`src/rtl/core/rms_pkg.sv`:
```
// rms_pkg: word formats and command/status types for the record merge sorter
// no dependencies; imported by every module of the block
`default_nettype none

package rms_pkg;

    localparam int ID_W    = 31;
    localparam int DAY_W   = 5;
    localparam int MONTH_W = 4;
    localparam int YEAR_W  = 14;

    // one input word
    typedef struct packed {
        logic [ID_W-1:0]    rec_id;
        logic [DAY_W-1:0]   rec_day;
        logic [MONTH_W-1:0] rec_month;
        logic [YEAR_W-1:0]  rec_year;
        logic               rec_last;
    } rec_word_t;

    // one result word
    typedef struct packed {
        logic [ID_W-1:0]    out_id;
        logic [DAY_W-1:0]   out_day;
        logic [MONTH_W-1:0] out_month;
        logic [YEAR_W-1:0]  out_year;
        logic               out_final;
        logic               out_dropped;
    } res_word_t;

    // stored record, 54 bits
    typedef struct packed {
        logic [ID_W-1:0]    id;
        logic [DAY_W-1:0]   day;
        logic [MONTH_W-1:0] month;
        logic [YEAR_W-1:0]  year;
    } rec_t;

    // controller to datapath
    typedef struct packed {
        logic rd_en;      // capture both read ports of both buffers
        logic rd_sel;     // buffer that the selected read data comes from
        logic wr_en;
        logic wr_sel;     // buffer written
        logic wr_src_in;  // write the incoming record, else the merge winner
        logic take_a;     // merge winner is the left run head
    } rms_cmd_t;

    // datapath to controller
    typedef struct packed {
        logic id_lt;      // left run head id strictly below right run head id
    } rms_stat_t;

endpackage

`default_nettype wire

```
`src/rtl/core/rms_ctrl.sv`:
```
// rms_ctrl: load / merge-pass / emit sequencer with run pointers and counters
// depends on rms_pkg; drives rms_datapath by command and status structs
`default_nettype none

module rms_ctrl
    import rms_pkg::*;
#(
    parameter int MAX_RECORDS = 64,
    localparam int ADDR_W = $clog2(MAX_RECORDS),
    localparam int CNT_W  = $clog2(MAX_RECORDS + 1),
    localparam int SUM_W  = CNT_W + 2
)(
    input  wire logic              clk,
    input  wire logic              rst_n,
    input  wire logic              rec_valid,
    output logic                   rec_ready,
    input  wire logic              rec_last,
    output logic                   res_valid,
    input  wire logic              res_ready,
    output logic                   res_final,
    output logic                   res_dropped,
    output rms_cmd_t               cmd,
    input  wire rms_stat_t         stat,
    output logic [ADDR_W-1:0]      wr_addr,
    output logic [ADDR_W-1:0]      rd_addr_a,
    output logic [ADDR_W-1:0]      rd_addr_b
);

    typedef enum logic [2:0] {
        ST_LOAD,
        ST_PAIR,
        ST_RD,
        ST_WR,
        ST_OUT_RD,
        ST_OUT_WAIT
    } state_t;

    localparam logic [CNT_W-1:0] CAP = CNT_W'(MAX_RECORDS);

    state_t           state_reg,  state_next;
    logic [CNT_W-1:0] count_reg,  count_next;
    logic             ovf_reg,    ovf_next;
    logic [CNT_W-1:0] width_reg,  width_next;
    logic [CNT_W-1:0] lo_reg,     lo_next;
    logic [CNT_W-1:0] mid_reg,    mid_next;
    logic [CNT_W-1:0] hi_reg,     hi_next;
    logic [CNT_W-1:0] a_reg,      a_next;
    logic [CNT_W-1:0] b_reg,      b_next;
    logic [CNT_W-1:0] k_reg,      k_next;
    logic             src_reg,    src_next;
    logic             valid_reg,  valid_next;
    logic             final_reg,  final_next;

    logic             a_ok;
    logic             b_ok;
    logic             take_a;
    logic [SUM_W-1:0] lo_w;
    logic [SUM_W-1:0] lo_2w;
    logic [SUM_W-1:0] w_2;
    logic [SUM_W-1:0] n_ext;
    logic [CNT_W-1:0] k_inc;
    logic [CNT_W-1:0] count_inc;

    assign rec_ready   = (state_reg == ST_LOAD);
    assign res_valid   = valid_reg;
    assign res_final   = final_reg;
    assign res_dropped = ovf_reg;

    assign a_ok   = (a_reg < mid_reg);
    assign b_ok   = (b_reg < hi_reg);
    assign take_a = a_ok && (!b_ok || stat.id_lt);

    assign n_ext     = SUM_W'(count_reg);
    assign lo_w      = SUM_W'(lo_reg) + SUM_W'(width_reg);
    assign w_2       = SUM_W'(width_reg) << 1;
    assign lo_2w     = SUM_W'(lo_reg) + w_2;
    assign k_inc     = k_reg + CNT_W'(1);
    assign count_inc = count_reg + CNT_W'(1);

    assign wr_addr   = (state_reg == ST_LOAD) ? count_reg[ADDR_W-1:0] : k_reg[ADDR_W-1:0];
    assign rd_addr_a = (state_reg == ST_OUT_RD) ? k_reg[ADDR_W-1:0] : a_reg[ADDR_W-1:0];
    assign rd_addr_b = b_reg[ADDR_W-1:0];

    always_comb
    begin
        state_next = state_reg;
        count_next = count_reg;
        ovf_next   = ovf_reg;
        width_next = width_reg;
        lo_next    = lo_reg;
        mid_next   = mid_reg;
        hi_next    = hi_reg;
        a_next     = a_reg;
        b_next     = b_reg;
        k_next     = k_reg;
        src_next   = src_reg;
        valid_next = valid_reg;
        final_next = final_reg;

        cmd           = '0;
        cmd.rd_sel    = src_reg;
        cmd.wr_sel    = ~src_reg;
        cmd.take_a    = take_a;

        case (state_reg)
            ST_LOAD:
            begin
                if (rec_valid)
                begin
                    if (count_reg < CAP)
                    begin
                        cmd.wr_en     = 1'b1;
                        cmd.wr_sel    = 1'b0;
                        cmd.wr_src_in = 1'b1;
                        count_next    = count_inc;
                    end
                    else
                    begin
                        ovf_next = 1'b1;
                    end
                    if (rec_last)
                    begin
                        src_next   = 1'b0;
                        width_next = CNT_W'(1);
                        lo_next    = '0;
                        k_next     = '0;
                        if (count_next > CNT_W'(1))
                        begin
                            state_next = ST_PAIR;
                        end
                        else
                        begin
                            state_next = ST_OUT_RD;
                        end
                    end
                end
            end

            ST_PAIR:
            begin
                // left run [lo, mid), right run [mid, hi), both clipped at n
                mid_next   = (lo_w < n_ext) ? lo_w[CNT_W-1:0] : count_reg;
                hi_next    = (lo_2w < n_ext) ? lo_2w[CNT_W-1:0] : count_reg;
                a_next     = lo_reg;
                b_next     = (lo_w < n_ext) ? lo_w[CNT_W-1:0] : count_reg;
                k_next     = lo_reg;
                state_next = ST_RD;
            end

            ST_RD:
            begin
                cmd.rd_en  = 1'b1;
                state_next = ST_WR;
            end

            ST_WR:
            begin
                cmd.wr_en = 1'b1;
                a_next    = take_a ? a_reg + CNT_W'(1) : a_reg;
                b_next    = take_a ? b_reg : b_reg + CNT_W'(1);
                k_next    = k_inc;
                if (k_inc == hi_reg)
                begin
                    if (lo_2w >= n_ext)
                    begin
                        // pass done, sorted data now sits in the other buffer
                        src_next = ~src_reg;
                        if (w_2 >= n_ext)
                        begin
                            k_next     = '0;
                            state_next = ST_OUT_RD;
                        end
                        else
                        begin
                            width_next = w_2[CNT_W-1:0];
                            lo_next    = '0;
                            state_next = ST_PAIR;
                        end
                    end
                    else
                    begin
                        lo_next    = lo_2w[CNT_W-1:0];
                        state_next = ST_PAIR;
                    end
                end
                else
                begin
                    state_next = ST_RD;
                end
            end

            ST_OUT_RD:
            begin
                cmd.rd_en  = 1'b1;
                valid_next = 1'b1;
                final_next = (k_inc == count_reg);
                state_next = ST_OUT_WAIT;
            end

            ST_OUT_WAIT:
            begin
                if (res_ready)
                begin
                    valid_next = 1'b0;
                    if (final_reg)
                    begin
                        count_next = '0;
                        ovf_next   = 1'b0;
                        final_next = 1'b0;
                        state_next = ST_LOAD;
                    end
                    else
                    begin
                        k_next     = k_inc;
                        state_next = ST_OUT_RD;
                    end
                end
            end

            default:
            begin
                state_next = ST_LOAD;
            end
        endcase
    end

    always_ff @(posedge clk or negedge rst_n)
    begin
        if (!rst_n)
        begin
            state_reg <= ST_LOAD;
            count_reg <= '0;
            ovf_reg   <= 1'b0;
            width_reg <= '0;
            lo_reg    <= '0;
            mid_reg   <= '0;
            hi_reg    <= '0;
            a_reg     <= '0;
            b_reg     <= '0;
            k_reg     <= '0;
            src_reg   <= 1'b0;
            valid_reg <= 1'b0;
            final_reg <= 1'b0;
        end
        else
        begin
            state_reg <= state_next;
            count_reg <= count_next;
            ovf_reg   <= ovf_next;
            width_reg <= width_next;
            lo_reg    <= lo_next;
            mid_reg   <= mid_next;
            hi_reg    <= hi_next;
            a_reg     <= a_next;
            b_reg     <= b_next;
            k_reg     <= k_next;
            src_reg   <= src_next;
            valid_reg <= valid_next;
            final_reg <= final_next;
        end
    end

    // a last word always leaves at least one record to emit
    a_last_starts_sort: assert property (@(posedge clk) disable iff (!rst_n)
        (rec_valid && rec_ready && rec_last) |=> (state_reg != ST_LOAD))
        else $error("last word did not start the sort");

    // a merge write always has a run head to take
    a_merge_has_head: assert property (@(posedge clk) disable iff (!rst_n)
        (state_reg == ST_WR) |-> (a_reg < mid_reg || b_reg < hi_reg))
        else $error("merge write with both runs exhausted");

    // pair setup only for runs inside the stored set
    a_pair_in_range: assert property (@(posedge clk) disable iff (!rst_n)
        (state_reg == ST_PAIR) |-> (width_reg < count_reg && lo_reg < count_reg))
        else $error("merge pair outside the stored set");

    // a held result keeps its place in the sorted run
    a_hold_index: assert property (@(posedge clk) disable iff (!rst_n)
        (res_valid && !res_ready) |=> (res_valid && $stable(k_reg)))
        else $error("output index moved while stalled");

    // taking the final word empties the set
    a_final_clears: assert property (@(posedge clk) disable iff (!rst_n)
        (res_valid && res_ready && res_final) |=> (state_reg == ST_LOAD && count_reg == '0
            && !ovf_reg))
        else $error("set not cleared after final word");

endmodule

`default_nettype wire

```
`config.mk`:
```
export PLATFORM = sky130hd
export DESIGN_NAME = rms_ctrl
export DESIGN_NICKNAME = d
export VERILOG_FILES = /design/src/rtl/core/rms_pkg.sv /design/src/rtl/core/rms_ctrl.sv
export SDC_FILE = /design/constraint.sdc
export NUM_CORES = 1
export LEC_CHECK = 0
export ABC_CLOCK_PERIOD_IN_PS = 3500
export BUFFER_PORTS_ARGS = -buffer_cell sky130_fd_sc_hd__buf_4
export CORE_ASPECT_RATIO = 0.7
export CORE_MARGIN = 2
export CORE_UTILIZATION = 50
export DETAILED_ROUTE_END_ITERATION = 7
export PLACE_DENSITY = 0.68
export RECOVER_POWER = 100
export SETUP_SLACK_MARGIN = 0.02
export SYNTH_ARGS = -nofsm -noshare
export SYNTH_HDL_FRONTEND = slang
export SYNTH_SLANG_ARGS = --single-unit
```
`constraint.sdc`:
```
create_clock -name clk -period 3.5 [get_ports clk]
set_input_delay 0.35 -clock clk [delete_from_list [all_inputs] [get_ports clk]]
set_output_delay 0.35 -clock clk [all_outputs]
set_load 0.01 [all_outputs]
```
* Word-level counts from Yosys, hierarchy flattened
Index checks and enable logic that the tools add are counted.
Storage, ports and cells: register bits 63, input port bits 6, output and inout bits 28
Operators by class: add/sub/neg operators 6, $lt $le $gt $ge 8, equality and inequality tests 19, multiplexer cells 60, bitwise operators 1, reductions and logical operators 20
Operator list (number):
- $mux 7 | 25
- $pmux 7 s2 | 5
- $mux 3 | 10
- $add 7x1->7 const B | 4
- $pmux 7 s4 | 1
- $ne 2x2->1 const B | 10
- $reduce_and 5->1 | 4
- $pmux 3 s6 | 1
- $eq 7x7->1 | 2
- $lt 7x7->1 | 2
- $mux 6 | 2
- $mux 1 | 10
- $pmux 1 s2 | 5
- $add 7x8->9 | 1
- $ge 9x7->1 | 1
- $lt 9x7->1 | 1
- $add 7x7->8 | 1
- $ge 8x7->1 | 1
- $lt 8x7->1 | 1
- $reduce_bool 2->1 | 4
- $gt 7x1->1 const B | 1
- $lt 7x7->1 const B | 1
- $eq 3x2->1 const B | 2
- $eq 3x3->1 const B | 2
- other kinds (15) | 17

* Depth between registers and ports, before layout
Gate-level depths: netlist of run 1.
depth in word-level cells 9, gate-level depth with buffers 16, mapped depth without buffers 15

* Worst setup path before layout of run 1
Ideal clock, no wire load.
kind reg-to-reg, start register width_reg[2], end register b_reg[6], arrival 3015 ps, slack 359 ps, cell stages (with the launch flop) 15, clock period less this slack 3141 ps, cells stage by stage dfrtp_1 -> ha_1 -> a21oi_1 -> nor2b_1 -> o21a_1 -> nor2_1 -> xnor2_1 -> ha_1 -> a21o_1 -> a211o_1 -> a211o_1 -> buf_2 -> mux2i_1 -> nor2_1 -> a221o_1
Between the ends: word-level cells in the longest chain between the ends 4
Ends and longest elaborated chain:
- start, declared | line rms_ctrl.sv:43 | logic [CNT_W-1:0] width_reg, width_next;
- start signal, assigned | line rms_ctrl.sv:250 | width_reg <= width_next;
- $add 7x7->8 (*) | line rms_ctrl.sv:74 | assign lo_w = SUM_W'(lo_reg) + SUM_W'(width_reg);
- $lt 8x7->1 | line rms_ctrl.sv:145 | b_next = (lo_w < n_ext) ? lo_w[CNT_W-1:0] : count_reg;
- $mux 7 (*) | line rms_ctrl.sv:145
- $pmux 7 s2 (*) | line rms_ctrl.sv:105 | case (state_reg)
- end signal, assigned | line rms_ctrl.sv:255 | b_reg <= b_next;
- end, declared | line rms_ctrl.sv:48 | logic [CNT_W-1:0] b_reg, b_next;
Mark *: on every way between the ends. The rest lies on a longest branch, timed or not. A chain may end at the register's enable or synchronous reset.

* Worst setup path in the final report of run 1
Same ends and word-level chain as after synthesis.

==> results of run 1 <==
==> stage by stage <==
step | power (mW) | util | hold WS, ps | instances
after floorplan | 4.23 | - | 54.4 | 569
after global placement | 5.17 | 0.544 | 467 | 707
after detailed placement | 5.28 | 0.544 | 466 | 707
after CTS | 6.16 | 0.573 | 157 | 721
after global routing | 6.69 | 0.564 | 259 | 724
final | 6.16 | 0.564 | 263 | 724
==> kinds of logic after synthesis <==
kind of cell | synth area share
buffers and inverters | 0.0709
AND/OR/NAND/NOR | 0.170
AO/OA/AOI/OAI | 0.211
multiplexers | 0.0564
flip-flops | 0.316
XOR/XNOR | 0.0538
adder cells (fa/ha/maj) | 0.121
==> timing repair <==
action | 4_1_cts | 5_1_grt
setup endpoints to repair | 0 | 28
gates resized for setup | 0 | 6
setup buffers | 0 | 3
==> metal layers <==
layer | vias to the layer above | GRT usage
met2 | 177 | 0.424
met3 | 33 | 0.0661
met4 | 0 | 0.0825
met5 | - | 0
li1 | 2066 | -
met1 | 2072 | 0.406
==> cells in the mapped netlist (all sizes together), types with 2 or more instances <==
| master | number | area, um2 |
|---|---|---|
| dfrtp | 62 | 1550 |
| nand2 | 60 | 230 |
| o21ai | 53 | 277 |
| ha | 46 | 576 |
| inv | 39 | 146 |
| nor2 | 36 | 138 |
| a21oi | 32 | 160 |
| nand3 | 23 | 120 |
| buf | 19 | 130 |
| clkbuf | 19 | 71.3 |
| xnor2 | 19 | 166 |
| a21o | 15 | 113 |
| mux2 | 13 | 146 |
| mux2i | 13 | 130 |
| and3 | 11 | 68.8 |
| nand2b | 10 | 62.6 |
| nor3 | 9 | 45.0 |
| nor2b | 7 | 43.8 |
| o211ai | 7 | 52.6 |
| a22oi | 6 | 45.0 |
| nand4 | 6 | 37.5 |
| xor2 | 6 | 52.6 |
| a31oi | 5 | 46.3 |
| a21boi | 4 | 30.0 |
| and2 | 4 | 25.0 |
| o21a | 4 | 30.0 |
| o311ai | 4 | 52.6 |
| a211o | 3 | 26.3 |
| o211a | 3 | 30.0 |
| o22ai | 3 | 18.8 |
| a211oi | 2 | 15.0 |
| a22o | 2 | 17.5 |
| a32o | 2 | 20.0 |
| o221ai | 2 | 17.5 |
| o31a | 2 | 17.5 |
| xnor3 | 2 | 45.0 |
==> report_power, final <==
group	leakage (nW)	switching [mW]	internal [mW]
clock	0.138	0.317	0.528
combinational	1.55	2.17	1.67
sequential	0.787	0.479	0.998
==> final timing paths <==
check | slack (ps) | depth (start not counted) | from | to
worst max-delay path | 180 | 13 | width_reg[2]$_DFFE_PN0P_ | b_reg[6]$_DFFE_PN0P_
worst min-delay path | 260 | 2 | res_ready | state_reg[2]$_DFFE_PN0P_
worst max register to register | 180 | 13 | width_reg[2]$_DFFE_PN0P_ | b_reg[6]$_DFFE_PN0P_
worst min register to register | 480 | 2 | res_valid$_DFFE_PN0P_ | res_valid$_DFFE_PN0P_
max in group asynchronous | 1940 | 1 | rst_n | lo_reg[1]$_DFFE_PN0P_
min in group asynchronous | 450 | 1 | rst_n | mid_reg[4]$_DFFE_PN0P_
==> area by class of cell <==
type / instances / area, um2 / area share
multi-input cells: 430 / 3010 / 0.555
flip-flops and latches: 62 / 1550 / 0.286
repair buffers: 51 / 277 / 0.0510
clock buffers: 13 / 270 / 0.0498
well taps: 128 / 160 / 0.0295
inverters: 39 / 146 / 0.0270
clock inverters: 1 / 5.00 / 0.000923
==> worst max-delay path, stage by stage (launching register included) <==
cell,delay (ps)
dfrtp_1,420
ha_1,360
a21oi_2,180
nor2b_1,70
o21a_1,210
nor2_1,140
xnor2_1,170
ha_1,280
a21o_1,160
a211o_1,310
a211o_4,380
mux2i_1,160
nor2_1,60
a221o_1,280
==> flow_results.xml, run 1 <==
<?xml version="1.0" encoding="UTF-8"?>
<metrics>
  <group name="run_status">
    <metric name="status" unit="">finished, violations left</metric>
    <metric name="failed_checks" unit="">capacitance limit, slew limit</metric>
  </group>
  <group name="floorplan">
    <metric name="die_w" unit="um">122</metric>
    <metric name="floorplan.die_area" unit="um2">10600</metric>
    <metric name="boundaryPins" unit="">34</metric>
    <metric name="floorplan.rows" unit="">30</metric>
    <metric name="core_region_area" unit="um2">9610</metric>
    <metric name="dieHeight" unit="um">86.9</metric>
    <metric name="initial_utilization" unit="">0.510</metric>
  </group>
  <group name="sta">
    <metric name="max_clock_freq" unit="MHz">301</metric>
    <metric name="timing.slew.headroom" unit="">-0.112</metric>
    <metric name="final_hold_viol_count" unit="">0</metric>
    <metric name="setup_repair_after_global_routing_missed_its_margin" unit="">no</metric>
    <metric name="setup_tns" unit="ps">0</metric>
    <metric name="transition_time_of_the_tightest_slew_check_pin" unit="ps">1670</metric>
    <metric name="fin_crit_sh" unit="">0.949</metric>
    <metric name="number_of_max_slew_violations_in_the_final_report" unit="">63</metric>
    <metric name="finalSetupViolations" unit="">0</metric>
    <metric name="postLayoutSetupSlackWorst" unit="ps">179</metric>
    <metric name="skew" unit="ps">6.18</metric>
    <metric name="min_period" unit="ps">3320</metric>
  </group>
  <group name="global_route">
    <metric name="grt_overflow" unit="">0</metric>
    <metric name="grt_pass1_vias" unit="">4236</metric>
    <metric name="grt_antenna_before_repair" unit="">0</metric>
    <metric name="grt_start_max_net_pins" unit="">63</metric>
    <metric name="first_pass_grt_wire_length" unit="mm">22.6</metric>
    <metric name="grt_use_total" unit="">0.282</metric>
  </group>
  <group name="run">
    <metric name="cap_violations" unit="">1</metric>
  </group>
  <group name="pwr">
    <metric name="static-leakage-power" unit="nW">2.48</metric>
    <metric name="p_per_area" unit="nW/um2">1140</metric>
    <metric name="ir_drop" unit="mV">0.622</metric>
  </group>
  <group name="cts">
    <metric name="h-tree-depth" unit="">3</metric>
    <metric name="cts_root_buf" unit="">clkbuf_16</metric>
    <metric name="clock-sinks" unit="">62</metric>
    <metric name="clock_tree_from_tritoncts" unit="">done</metric>
    <metric name="clk-insertion-delay-late" unit="ps">340</metric>
    <metric name="holdBufCountCts" unit="">0</metric>
    <metric name="cts-buffers-inserted" unit="">9</metric>
    <metric name="clock_tree.buffer_depth" unit="">2</metric>
    <metric name="clkTransAtPathRegs" unit="ps">50</metric>
  </group>
  <group name="placed_design">
    <metric name="detailed_place.area" unit="um2">5230</metric>
    <metric name="buffer_ports.inserted" unit="">33</metric>
    <metric name="detailed_place_hpwl" unit="mm">10.2</metric>
    <metric name="dp_slack" unit="ps">116</metric>
    <metric name="final_replace_weighted_congestion" unit="">0.900</metric>
  </group>
  <group name="synthesis">
    <metric name="yosysUniqueCellTypes" unit="">65</metric>
    <metric name="synth-async-reset-ratio" unit="">1.00</metric>
    <metric name="synth_flop_cell" unit="">dfrtp_1</metric>
    <metric name="synth_edf_count" unit="">0</metric>
    <metric name="post_synth_instance_area" unit="um2">4900</metric>
    <metric name="seq_area_frac_synth" unit="">0.316</metric>
    <metric name="syn_avg_cell_area" unit="um2">8.62</metric>
    <metric name="synth_seq_cells" unit="">62</metric>
    <metric name="count_of_warnings_emitted_by_yosys" unit="">0</metric>
    <metric name="synth_cells" unit="">569</metric>
    <metric name="synthesis.nets" unit="">622</metric>
  </group>
  <group name="worst_setup_path">
    <metric name="timing.critical_path.arrival" unit="ps">3530</metric>
    <metric name="crit_type" unit="">reg2reg</metric>
    <metric name="critical_path.endpoint_type" unit="">register</metric>
    <metric name="worstPathMaxFanout" unit="">9</metric>
    <metric name="worstSetupStartpointType" unit="">register</metric>
    <metric name="worst_ep_required_time" unit="ps">3710</metric>
  </group>
  <group name="drt">
    <metric name="routedWlPerCell" unit="um">19.3</metric>
    <metric name="route.vias.total" unit="">4348</metric>
    <metric name="final_antenna_net_count" unit="">0</metric>
    <metric name="detail_route.first_pass.iterations" unit="">5</metric>
    <metric name="met3_wire_length" unit="mm">1.04</metric>
    <metric name="detail_route.vias_per_cell" unit="">6.01</metric>
    <metric name="wirelength" unit="mm">14.0</metric>
    <metric name="route.met2.wl" unit="mm">6.01</metric>
    <metric name="dr.first_iter.drc_count" unit="">311</metric>
    <metric name="top_layer" unit="">met4</metric>
    <metric name="post-route-drc-count" unit="">0</metric>
    <metric name="wl_met1" unit="mm">6.58</metric>
  </group>
  <group name="final_layout">
    <metric name="fill_count" unit="">915</metric>
    <metric name="top_library_cells_by_usage_in_the_layout_fill_and_taps_aside" unit="">dfrtp_1, nand2_1, o21ai_0</metric>
    <metric name="final_common_cell" unit="">dfrtp_1</metric>
    <metric name="syn2layout_area_growth" unit="%">10.6</metric>
    <metric name="n_antenna_cell" unit="">0</metric>
    <metric name="post_route_cells_drive_above_1_share" unit="">0.101</metric>
    <metric name="layout.nets" unit="">646</metric>
    <metric name="postLayoutCellArea" unit="um2">5420</metric>
  </group>
  <group name="min_path">
    <metric name="hold_path.class" unit="">in2reg</metric>
  </group>
</metrics>
Power figures use the tool's default switching activity.
==> run 2: changes to the inputs <==
Settings changed: REMOVE_ABC_BUFFERS set to 1.
==> run 2 against run 1 <==
Net effect:
- the flow still finishes with violations (capacitance limit, slew limit)
- combinational power is 2% lower
- clock power decreased by 5.5%
- global-route usage decreased by 0.38 points
- sequential cell count unchanged
- sequential power hardly changed
- via count up 0.32%
- register-to-register slack worse by 20 ps
- routed wire length down 1.6%
- non-clock buffer count is 5 lower
- sequential share of layout area up 0.25 points
- critical path type unchanged
- critical endpoint unchanged
- largest power group unchanged
==> flow_results.xml, run 2 (same netlist as run 1, synthesis figures left out) <==
<?xml version="1.0" encoding="UTF-8"?>
<metrics>
  <group name="global_route">
    <metric name="grtUsageMet2" unit="">0.417</metric>
    <metric name="grt_start_max_net_pins" unit="">63</metric>
    <metric name="globalRouteMet1Util" unit="">0.405</metric>
    <metric name="grt_overflow" unit="">0</metric>
    <metric name="grt-busiest-layer" unit="">met2</metric>
    <metric name="first_pass_grt_wire_length" unit="mm">22.4</metric>
    <metric name="grtUsageMet3" unit="">0.0602</metric>
    <metric name="grt_pass1_vias" unit="">4168</metric>
    <metric name="grt_use_total" unit="">0.278</metric>
    <metric name="grt_antenna_before_repair" unit="">0</metric>
  </group>
  <group name="worst_setup_path">
    <metric name="worst_path_dominant_cell_family" unit="">compound AO/OA/AOI/OAI gates</metric>
    <metric name="crit_type" unit="">reg2reg</metric>
    <metric name="timing.critical_path.arrival" unit="ps">3560</metric>
    <metric name="cp_num_cells" unit="">13</metric>
    <metric name="r2r_cells" unit="">13</metric>
    <metric name="worstPathBufferInverterCount" unit="">0</metric>
    <metric name="timing.critical_path.cells" unit="">ha_1, a21oi_2, nor2b_1, o21a_1, nor2_1, xnor2_1, ha_1, a21o_1, a211o_1, a211o_4, mux2i_1, nor2_1, a221o_1</metric>
    <metric name="cp_slowest_cell" unit="">dfrtp_2</metric>
    <metric name="worstPathMaxFanout" unit="">9</metric>
    <metric name="max_stage_delay" unit="ps">450</metric>
    <metric name="worst_ep_required_time" unit="ps">3710</metric>
    <metric name="critical_path.endpoint_type" unit="">register</metric>
    <metric name="worstSetupStartpointType" unit="">register</metric>
  </group>
  <group name="placed_design">
    <metric name="buffer_ports.inserted" unit="">33</metric>
    <metric name="final_replace_weighted_congestion" unit="">0.939</metric>
    <metric name="dp.cells" unit="">705</metric>
    <metric name="detailed_place_hpwl" unit="mm">10.2</metric>
    <metric name="dp_slack" unit="ps">71.6</metric>
  </group>
  <group name="min_path">
    <metric name="holdPathStages" unit="">2</metric>
    <metric name="hold_path.class" unit="">in2reg</metric>
  </group>
  <group name="sta">
    <metric name="finalSetupViolations" unit="">0</metric>
    <metric name="setup_repair_after_global_routing_missed_its_margin" unit="">yes</metric>
    <metric name="number_of_max_slew_violations_in_the_final_report" unit="">63</metric>
    <metric name="postLayoutSetupSlackWorst" unit="ps">158</metric>
    <metric name="max_clock_freq" unit="MHz">299</metric>
    <metric name="fin_hold_ws" unit="ps">271</metric>
    <metric name="timing.slew.headroom" unit="">-0.0976</metric>
    <metric name="skew" unit="ps">5.19</metric>
    <metric name="final_hold_viol_count" unit="">0</metric>
    <metric name="fin_crit_sh" unit="">0.955</metric>
    <metric name="min_period" unit="ps">3340</metric>
    <metric name="transition_time_of_the_tightest_slew_check_pin" unit="ps">1650</metric>
  </group>
  <group name="drt">
    <metric name="detail_route.vias_per_cell" unit="">6.07</metric>
    <metric name="wirelength" unit="mm">13.8</metric>
    <metric name="routedWlPerCell" unit="um">19.1</metric>
    <metric name="detail_route.first_pass.iterations" unit="">5</metric>
    <metric name="dr.first_iter.drc_count" unit="">388</metric>
    <metric name="final_antenna_net_count" unit="">0</metric>
    <metric name="post-route-drc-count" unit="">0</metric>
    <metric name="route.vias.total" unit="">4362</metric>
  </group>
  <group name="run_status">
    <metric name="status" unit="">finished, violations left</metric>
    <metric name="failed_checks" unit="">capacitance limit, slew limit</metric>
  </group>
  <group name="final_layout">
    <metric name="layout.nets" unit="">641</metric>
    <metric name="fill_count" unit="">930</metric>
    <metric name="n_antenna_cell" unit="">0</metric>
    <metric name="syn2layout_area_growth" unit="%">9.72</metric>
    <metric name="top_library_cells_by_usage_in_the_layout_fill_and_taps_aside" unit="">dfrtp_1, nand2_1, ha_1</metric>
    <metric name="final_common_cell" unit="">dfrtp_1</metric>
    <metric name="post_route_cells_drive_above_1_share" unit="">0.0964</metric>
    <metric name="finish.cell_count_without_fillers" unit="">719</metric>
  </group>
  <group name="pwr">
    <metric name="p_per_area" unit="nW/um2">1120</metric>
    <metric name="ir_drop" unit="mV">0.511</metric>
    <metric name="totalPowerFinal" unit="mW">6.05</metric>
    <metric name="static-leakage-power" unit="nW">2.44</metric>
  </group>
  <group name="floorplan">
    <metric name="dieHeight" unit="um">86.9</metric>
    <metric name="floorplan.rows" unit="">30</metric>
    <metric name="die_w" unit="um">122</metric>
    <metric name="core_region_area" unit="um2">9610</metric>
    <metric name="boundaryPins" unit="">34</metric>
    <metric name="initial_utilization" unit="">0.510</metric>
    <metric name="floorplan.die_area" unit="um2">10600</metric>
  </group>
  <group name="cts">
    <metric name="clock_tree.buffer_depth" unit="">2</metric>
    <metric name="clkTransAtPathRegs" unit="ps">50</metric>
    <metric name="cts-buffers-inserted" unit="">9</metric>
    <metric name="cts_post_setup_buffers_inserted" unit="">0</metric>
    <metric name="clock_tree_from_tritoncts" unit="">done</metric>
    <metric name="cts_root_buf" unit="">clkbuf_16</metric>
    <metric name="clk-insertion-delay-late" unit="ps">330</metric>
    <metric name="h-tree-depth" unit="">3</metric>
    <metric name="clock-sinks" unit="">62</metric>
  </group>
  <group name="run">
    <metric name="cap_violations" unit="">1</metric>
  </group>
</metrics>
==> run 2: layout make-up <==
class                   count  area, um2  area share
multi-input cells         430       3030       0.562
flip-flops and latches     62       1550       0.289
inverters                  39        146      0.0272
clock inverters             2       10.0     0.00186
well taps                 128        160      0.0298
repair buffers             46        238      0.0442
clock buffers              12        246      0.0458
==> run 2: worst register-to-register path: cells and delay by family (launching register included) <==
family | cells | cell delay [ps]
and+or+nand+nor | 3 | 280
AOI/OAI and AO/OA | 6 | 1540
muxes | 1 | 170
xor gates and xnor gates | 1 | 160
adders and majority gates | 2 | 630
DFF | 1 | 450
==> run 2: stage by stage <==
| step | util | instance area (um2) | setup TNS (ps) |
|---|---|---|---|
| finish | 0.560 | 5380 | 0 |
| global route | 0.560 | 5380 | -8.96 |
| CTS | 0.569 | 5470 | 0 |
| detailed placement | 0.543 | 5210 | 0 |
| global placement | 0.543 | 5210 | 0 |
| floorplan | - | 4700 | 0 |
==> run 2: per-layer routing <==
layer  routed length, um  up-vias
met1                6350     2117
li1                    -     2048
met3                1130       24
met5                   0        -
met4                 214        0
met2                6060      173
==> run 2: worst paths after layout <==
| path | from | endpoint | slack (ps) |
|---|---|---|---|
| min in group asynchronous | rst_n | b_reg[3]$_DFFE_PN0P_ | 430 |
| hold / removal | res_ready | state_reg[2]$_DFFE_PN0P_ | 270 |
| max in group asynchronous | rst_n | width_reg[2]$_DFFE_PN0P_ | 1950 |
| setup reg to reg | width_reg[2]$_DFFE_PN0P_ | b_reg[6]$_DFFE_PN0P_ | 160 |
| setup / recovery | width_reg[2]$_DFFE_PN0P_ | b_reg[6]$_DFFE_PN0P_ | 160 |
| hold reg to reg | mid_reg[1]$_DFFE_PN0P_ | mid_reg[1]$_DFFE_PN0P_ | 480 |
==> run 2: what timing repair did <==
item	CTS	global route
endpoints found under the setup margin	0	31
hold buffers	0	0
gates resized for setup	0	8
==> run 2: where the power goes <==
| group | switching, mW | internal [mW] | total [mW] |
|---|---|---|---|
| clock | 0.311 | 0.488 | 0.798 |
| combinational | 2.15 | 1.63 | 3.78 |
| sequential | 0.480 | 1.00 | 1.48 |
==> run 3: changes to the inputs <==
Settings changed: ABC_AREA set to 1, SETUP_SLACK_MARGIN 0.02 to 0.5.
==> run 3 against run 2 <==
Net effect:
- the run still ends with capacitance limit, slew limit left
- sequential share of layout area fell by 1.9 points
- routed wire length rose by 14%
- maximum frequency rose by 6.1%
- synthesized area rose by 3.0%
- first-iteration DRC count rose by 19%
- setup slack improved by 190 ps
- register-to-register slack improved by 190 ps
- critical path type unchanged
==> flow_results.xml, run 3 <==
<?xml version="1.0" encoding="UTF-8"?>
<metrics>
  <group name="global_route">
    <metric name="grt_overflow" unit="">0</metric>
    <metric name="grt_pass1_vias" unit="">4598</metric>
    <metric name="grt_start_max_net_pins" unit="">63</metric>
    <metric name="grt_use_total" unit="">0.296</metric>
    <metric name="grt_antenna_before_repair" unit="">0</metric>
    <metric name="first_pass_grt_wire_length" unit="mm">24.4</metric>
  </group>
  <group name="sta">
    <metric name="setup_repair_after_global_routing_missed_its_margin" unit="">yes</metric>
    <metric name="fin_hold_ws" unit="ps">320</metric>
    <metric name="min_period" unit="ps">3150</metric>
    <metric name="number_of_max_slew_violations_in_the_final_report" unit="">63</metric>
    <metric name="finalSetupViolations" unit="">0</metric>
    <metric name="setup_tns" unit="ps">0</metric>
    <metric name="skew" unit="ps">7.36</metric>
    <metric name="transition_time_of_the_tightest_slew_check_pin" unit="ps">1570</metric>
    <metric name="max_clock_freq" unit="MHz">317</metric>
    <metric name="postLayoutSetupSlackWorst" unit="ps">350</metric>
    <metric name="timing.slew.headroom" unit="">-0.0455</metric>
    <metric name="final_hold_viol_count" unit="">0</metric>
    <metric name="fin_crit_sh" unit="">0.900</metric>
  </group>
  <group name="min_path">
    <metric name="holdPathStages" unit="">4</metric>
    <metric name="hold_end" unit="">res_valid$_DFFE_PN0P_</metric>
    <metric name="hold_path_origin" unit="">res_ready</metric>
    <metric name="hold_path.class" unit="">in2reg</metric>
  </group>
  <group name="placed_design">
    <metric name="dp_slack" unit="ps">255</metric>
    <metric name="buffer_ports.inserted" unit="">33</metric>
    <metric name="detailed_place.area" unit="um2">5350</metric>
    <metric name="dp.cells" unit="">844</metric>
    <metric name="detailed_place_hpwl" unit="mm">11.6</metric>
    <metric name="final_replace_weighted_congestion" unit="">1.03</metric>
  </group>
  <group name="drt">
    <metric name="dr.first_iter.drc_count" unit="">463</metric>
    <metric name="detail_route.first_pass.iterations" unit="">5</metric>
    <metric name="post-route-drc-count" unit="">0</metric>
    <metric name="final_antenna_net_count" unit="">0</metric>
    <metric name="routedWlPerCell" unit="um">17.8</metric>
    <metric name="wirelength" unit="mm">15.6</metric>
    <metric name="detail_route.vias_per_cell" unit="">5.76</metric>
    <metric name="route.vias.total" unit="">5037</metric>
  </group>
  <group name="worst_setup_path">
    <metric name="worstPathMaxFanout" unit="">6</metric>
    <metric name="timing.critical_path.arrival" unit="ps">3410</metric>
    <metric name="timing.reg2reg.setup_slack" unit="ps">350</metric>
    <metric name="worst_ep_required_time" unit="ps">3760</metric>
    <metric name="reg2reg_to" unit="">k_reg[0]$_DFFE_PN0P_</metric>
    <metric name="crit-reg2reg-launch" unit="">lo_reg[1]$_DFFE_PN0P_</metric>
    <metric name="critical_path.endpoint_type" unit="">register</metric>
    <metric name="worstSetupStartpointType" unit="">register</metric>
    <metric name="r2r_cells" unit="">20</metric>
    <metric name="crit_type" unit="">reg2reg</metric>
  </group>
  <group name="final_layout">
    <metric name="layout.nets" unit="">795</metric>
    <metric name="top_library_cells_by_usage_in_the_layout_fill_and_taps_aside" unit="">nand2_1, inv_1, nand3_1</metric>
    <metric name="syn2layout_area_growth" unit="%">14.7</metric>
    <metric name="postLayoutCellArea" unit="um2">5790</metric>
    <metric name="utilization" unit="">0.594</metric>
    <metric name="post_route_cells_drive_above_1_share" unit="">0.137</metric>
    <metric name="n_antenna_cell" unit="">0</metric>
    <metric name="final_common_cell" unit="">nand2_1</metric>
    <metric name="finish.cell_count_without_fillers" unit="">875</metric>
  </group>
  <group name="synthesis">
    <metric name="yosys.cell_count.top_type" unit="">nand2_1</metric>
    <metric name="syn_avg_cell_area" unit="um2">7.20</metric>
    <metric name="synth_flop_cell" unit="">dfrtp_1</metric>
    <metric name="synth_seq_cells" unit="">62</metric>
    <metric name="seq_area_frac_synth" unit="">0.307</metric>
    <metric name="count_of_warnings_emitted_by_yosys" unit="">0</metric>
    <metric name="yosys.area.top_type_share" unit="">0.307</metric>
    <metric name="synth_cells" unit="">701</metric>
    <metric name="post_synth_instance_area" unit="um2">5050</metric>
    <metric name="synth_top_cells_by_area" unit="">dfrtp_1, nand2_1, ha_1, nand3_1, inv_1</metric>
    <metric name="synth.top_cells.by_count" unit="">nand2_1, inv_1, dfrtp_1</metric>
    <metric name="synth_area_leader_cell" unit="">dfrtp_1</metric>
    <metric name="synth_edf_count" unit="">0</metric>
    <metric name="synth-async-reset-ratio" unit="">1.00</metric>
    <metric name="yosysUniqueCellTypes" unit="">46</metric>
  </group>
  <group name="floorplan">
    <metric name="die_w" unit="um">124</metric>
    <metric name="floorplan.die_area" unit="um2">10900</metric>
    <metric name="dieHeight" unit="um">88.1</metric>
    <metric name="core_region_area" unit="um2">9760</metric>
    <metric name="boundaryPins" unit="">34</metric>
    <metric name="floorplan.rows" unit="">30</metric>
    <metric name="initial_utilization" unit="">0.517</metric>
  </group>
  <group name="cts">
    <metric name="clk-insertion-delay-late" unit="ps">340</metric>
    <metric name="clock_tree_from_tritoncts" unit="">done</metric>
    <metric name="h-tree-depth" unit="">3</metric>
    <metric name="cts-buffers-inserted" unit="">9</metric>
    <metric name="clock_tree.buffer_depth" unit="">2</metric>
    <metric name="clock-sinks" unit="">62</metric>
    <metric name="clkTransAtPathRegs" unit="ps">60</metric>
    <metric name="cts_root_buf" unit="">clkbuf_16</metric>
  </group>
  <group name="pwr">
    <metric name="totalPowerFinal" unit="mW">5.00</metric>
    <metric name="static-leakage-power" unit="nW">2.86</metric>
    <metric name="p_per_area" unit="nW/um2">863</metric>
    <metric name="ir_drop" unit="mV">0.323</metric>
  </group>
  <group name="run">
    <metric name="cap_violations" unit="">1</metric>
  </group>
  <group name="run_status">
    <metric name="status" unit="">finished, violations left</metric>
    <metric name="failed_checks" unit="">capacitance limit, slew limit</metric>
  </group>
</metrics>
## run 3: cell count changes in the layout (fill, tap and decap cells not counted), sizes merged, moves of 7 or more
cell	previous run	this run
nand2	60	206
nor2b	7	0
a21o	15	1
mux2	13	0
buf	17	24
mux2i	13	1
xor2	6	17
and3	11	0
nand2b	10	0
o21ai	53	70
xnor2	19	6
nand3	23	63
inv	39	83
## run 3: cell type report
cell class	instances	area, um2
well taps	128	160
fillers	931	3970
flip-flops and latches	62	1560
repair buffers	53	307
multi-input cells	530	3110
clock inverters	6	92.6
clock buffers	10	239
inverters	86	328
## run 3: what timing repair did
| action | 4_1_cts | 5_1_grt |
|---|---|---|
| cloned | 0 | 1 |
| pin swaps | 1 | 15 |
| resized for setup | 10 | 32 |
| buffers inserted | 1 | 13 |
| setup endpoints to repair | 24 | 41 |
| hold buffers | 0 | 0 |
## run 3: logic make-up (layout without fill, tap and decap cells)
family	after synthesis	in the layout	synth area share
AOI/OAI and AO/OA	125	125	0.151
xor gates and xnor gates	23	23	0.0399
adders and majority gates	47	47	0.118
buffers and inverters	110	155	0.0937
DFF	62	62	0.307
muxes	1	1	0.00198
and+or+nand+nor	333	334	0.288
## run 3: worst max-delay path, stage by stage, from the launching register on
cell and delay, ps:
dfrtp_1 440, ha_1 220, inv_2 50, fa_2 420
inv_2 70, nand2_1 40, nand2_1 80, nand2_2 60
xnor2_1 280, ha_1 290, nand2_1 60, inv_1 50
nand2_1 80, nand2_2 70, nor2_4 190, nor2_2 70
nand2_1 120, nand2_1 60, nand2_1 190, nand2_1 100
o21ai_1 150
## run 3: how the worst max path moves through the flow
stage | endpoint | cells past startpoint | slack, ps | startpoint
after floorplan | width_reg[0]$_DFFE_PN0P_ | 20 | 760 | width_reg[0]$_DFFE_PN0P_
after global placement | lo_reg[3]$_DFFE_PN0P_ | 19 | 440 | width_reg[0]$_DFFE_PN0P_
after detailed placement | width_reg[3]$_DFFE_PN0P_ | 18 | 250 | lo_reg[1]$_DFFE_PN0P_
after CTS | width_reg[3]$_DFFE_PN0P_ | 16 | 480 | width_reg[2]$_DFFE_PN0P_
after global routing | k_reg[4]$_DFFE_PN0P_ | 22 | 220 | lo_reg[1]$_DFFE_PN0P_
final | k_reg[0]$_DFFE_PN0P_ | 20 | 350 | lo_reg[1]$_DFFE_PN0P_
## run 3: power breakdown
group	internal (mW)	switching [mW]	leakage, nW	total (mW)
registers	0.931	0.278	0.808	1.21
clock network	0.646	0.353	0.155	0.999
logic	0.951	1.84	1.90	2.79
## run 3: metal layers
metal  vias to the layer above  wire length [um]  global-route usage
met2                       227              6640               0.428
met5                         -                 0                   0
li1                       2389                 -                   -
met4                         0               359              0.0807
met3                        35              1390              0.0801
met1                      2386              7230               0.434
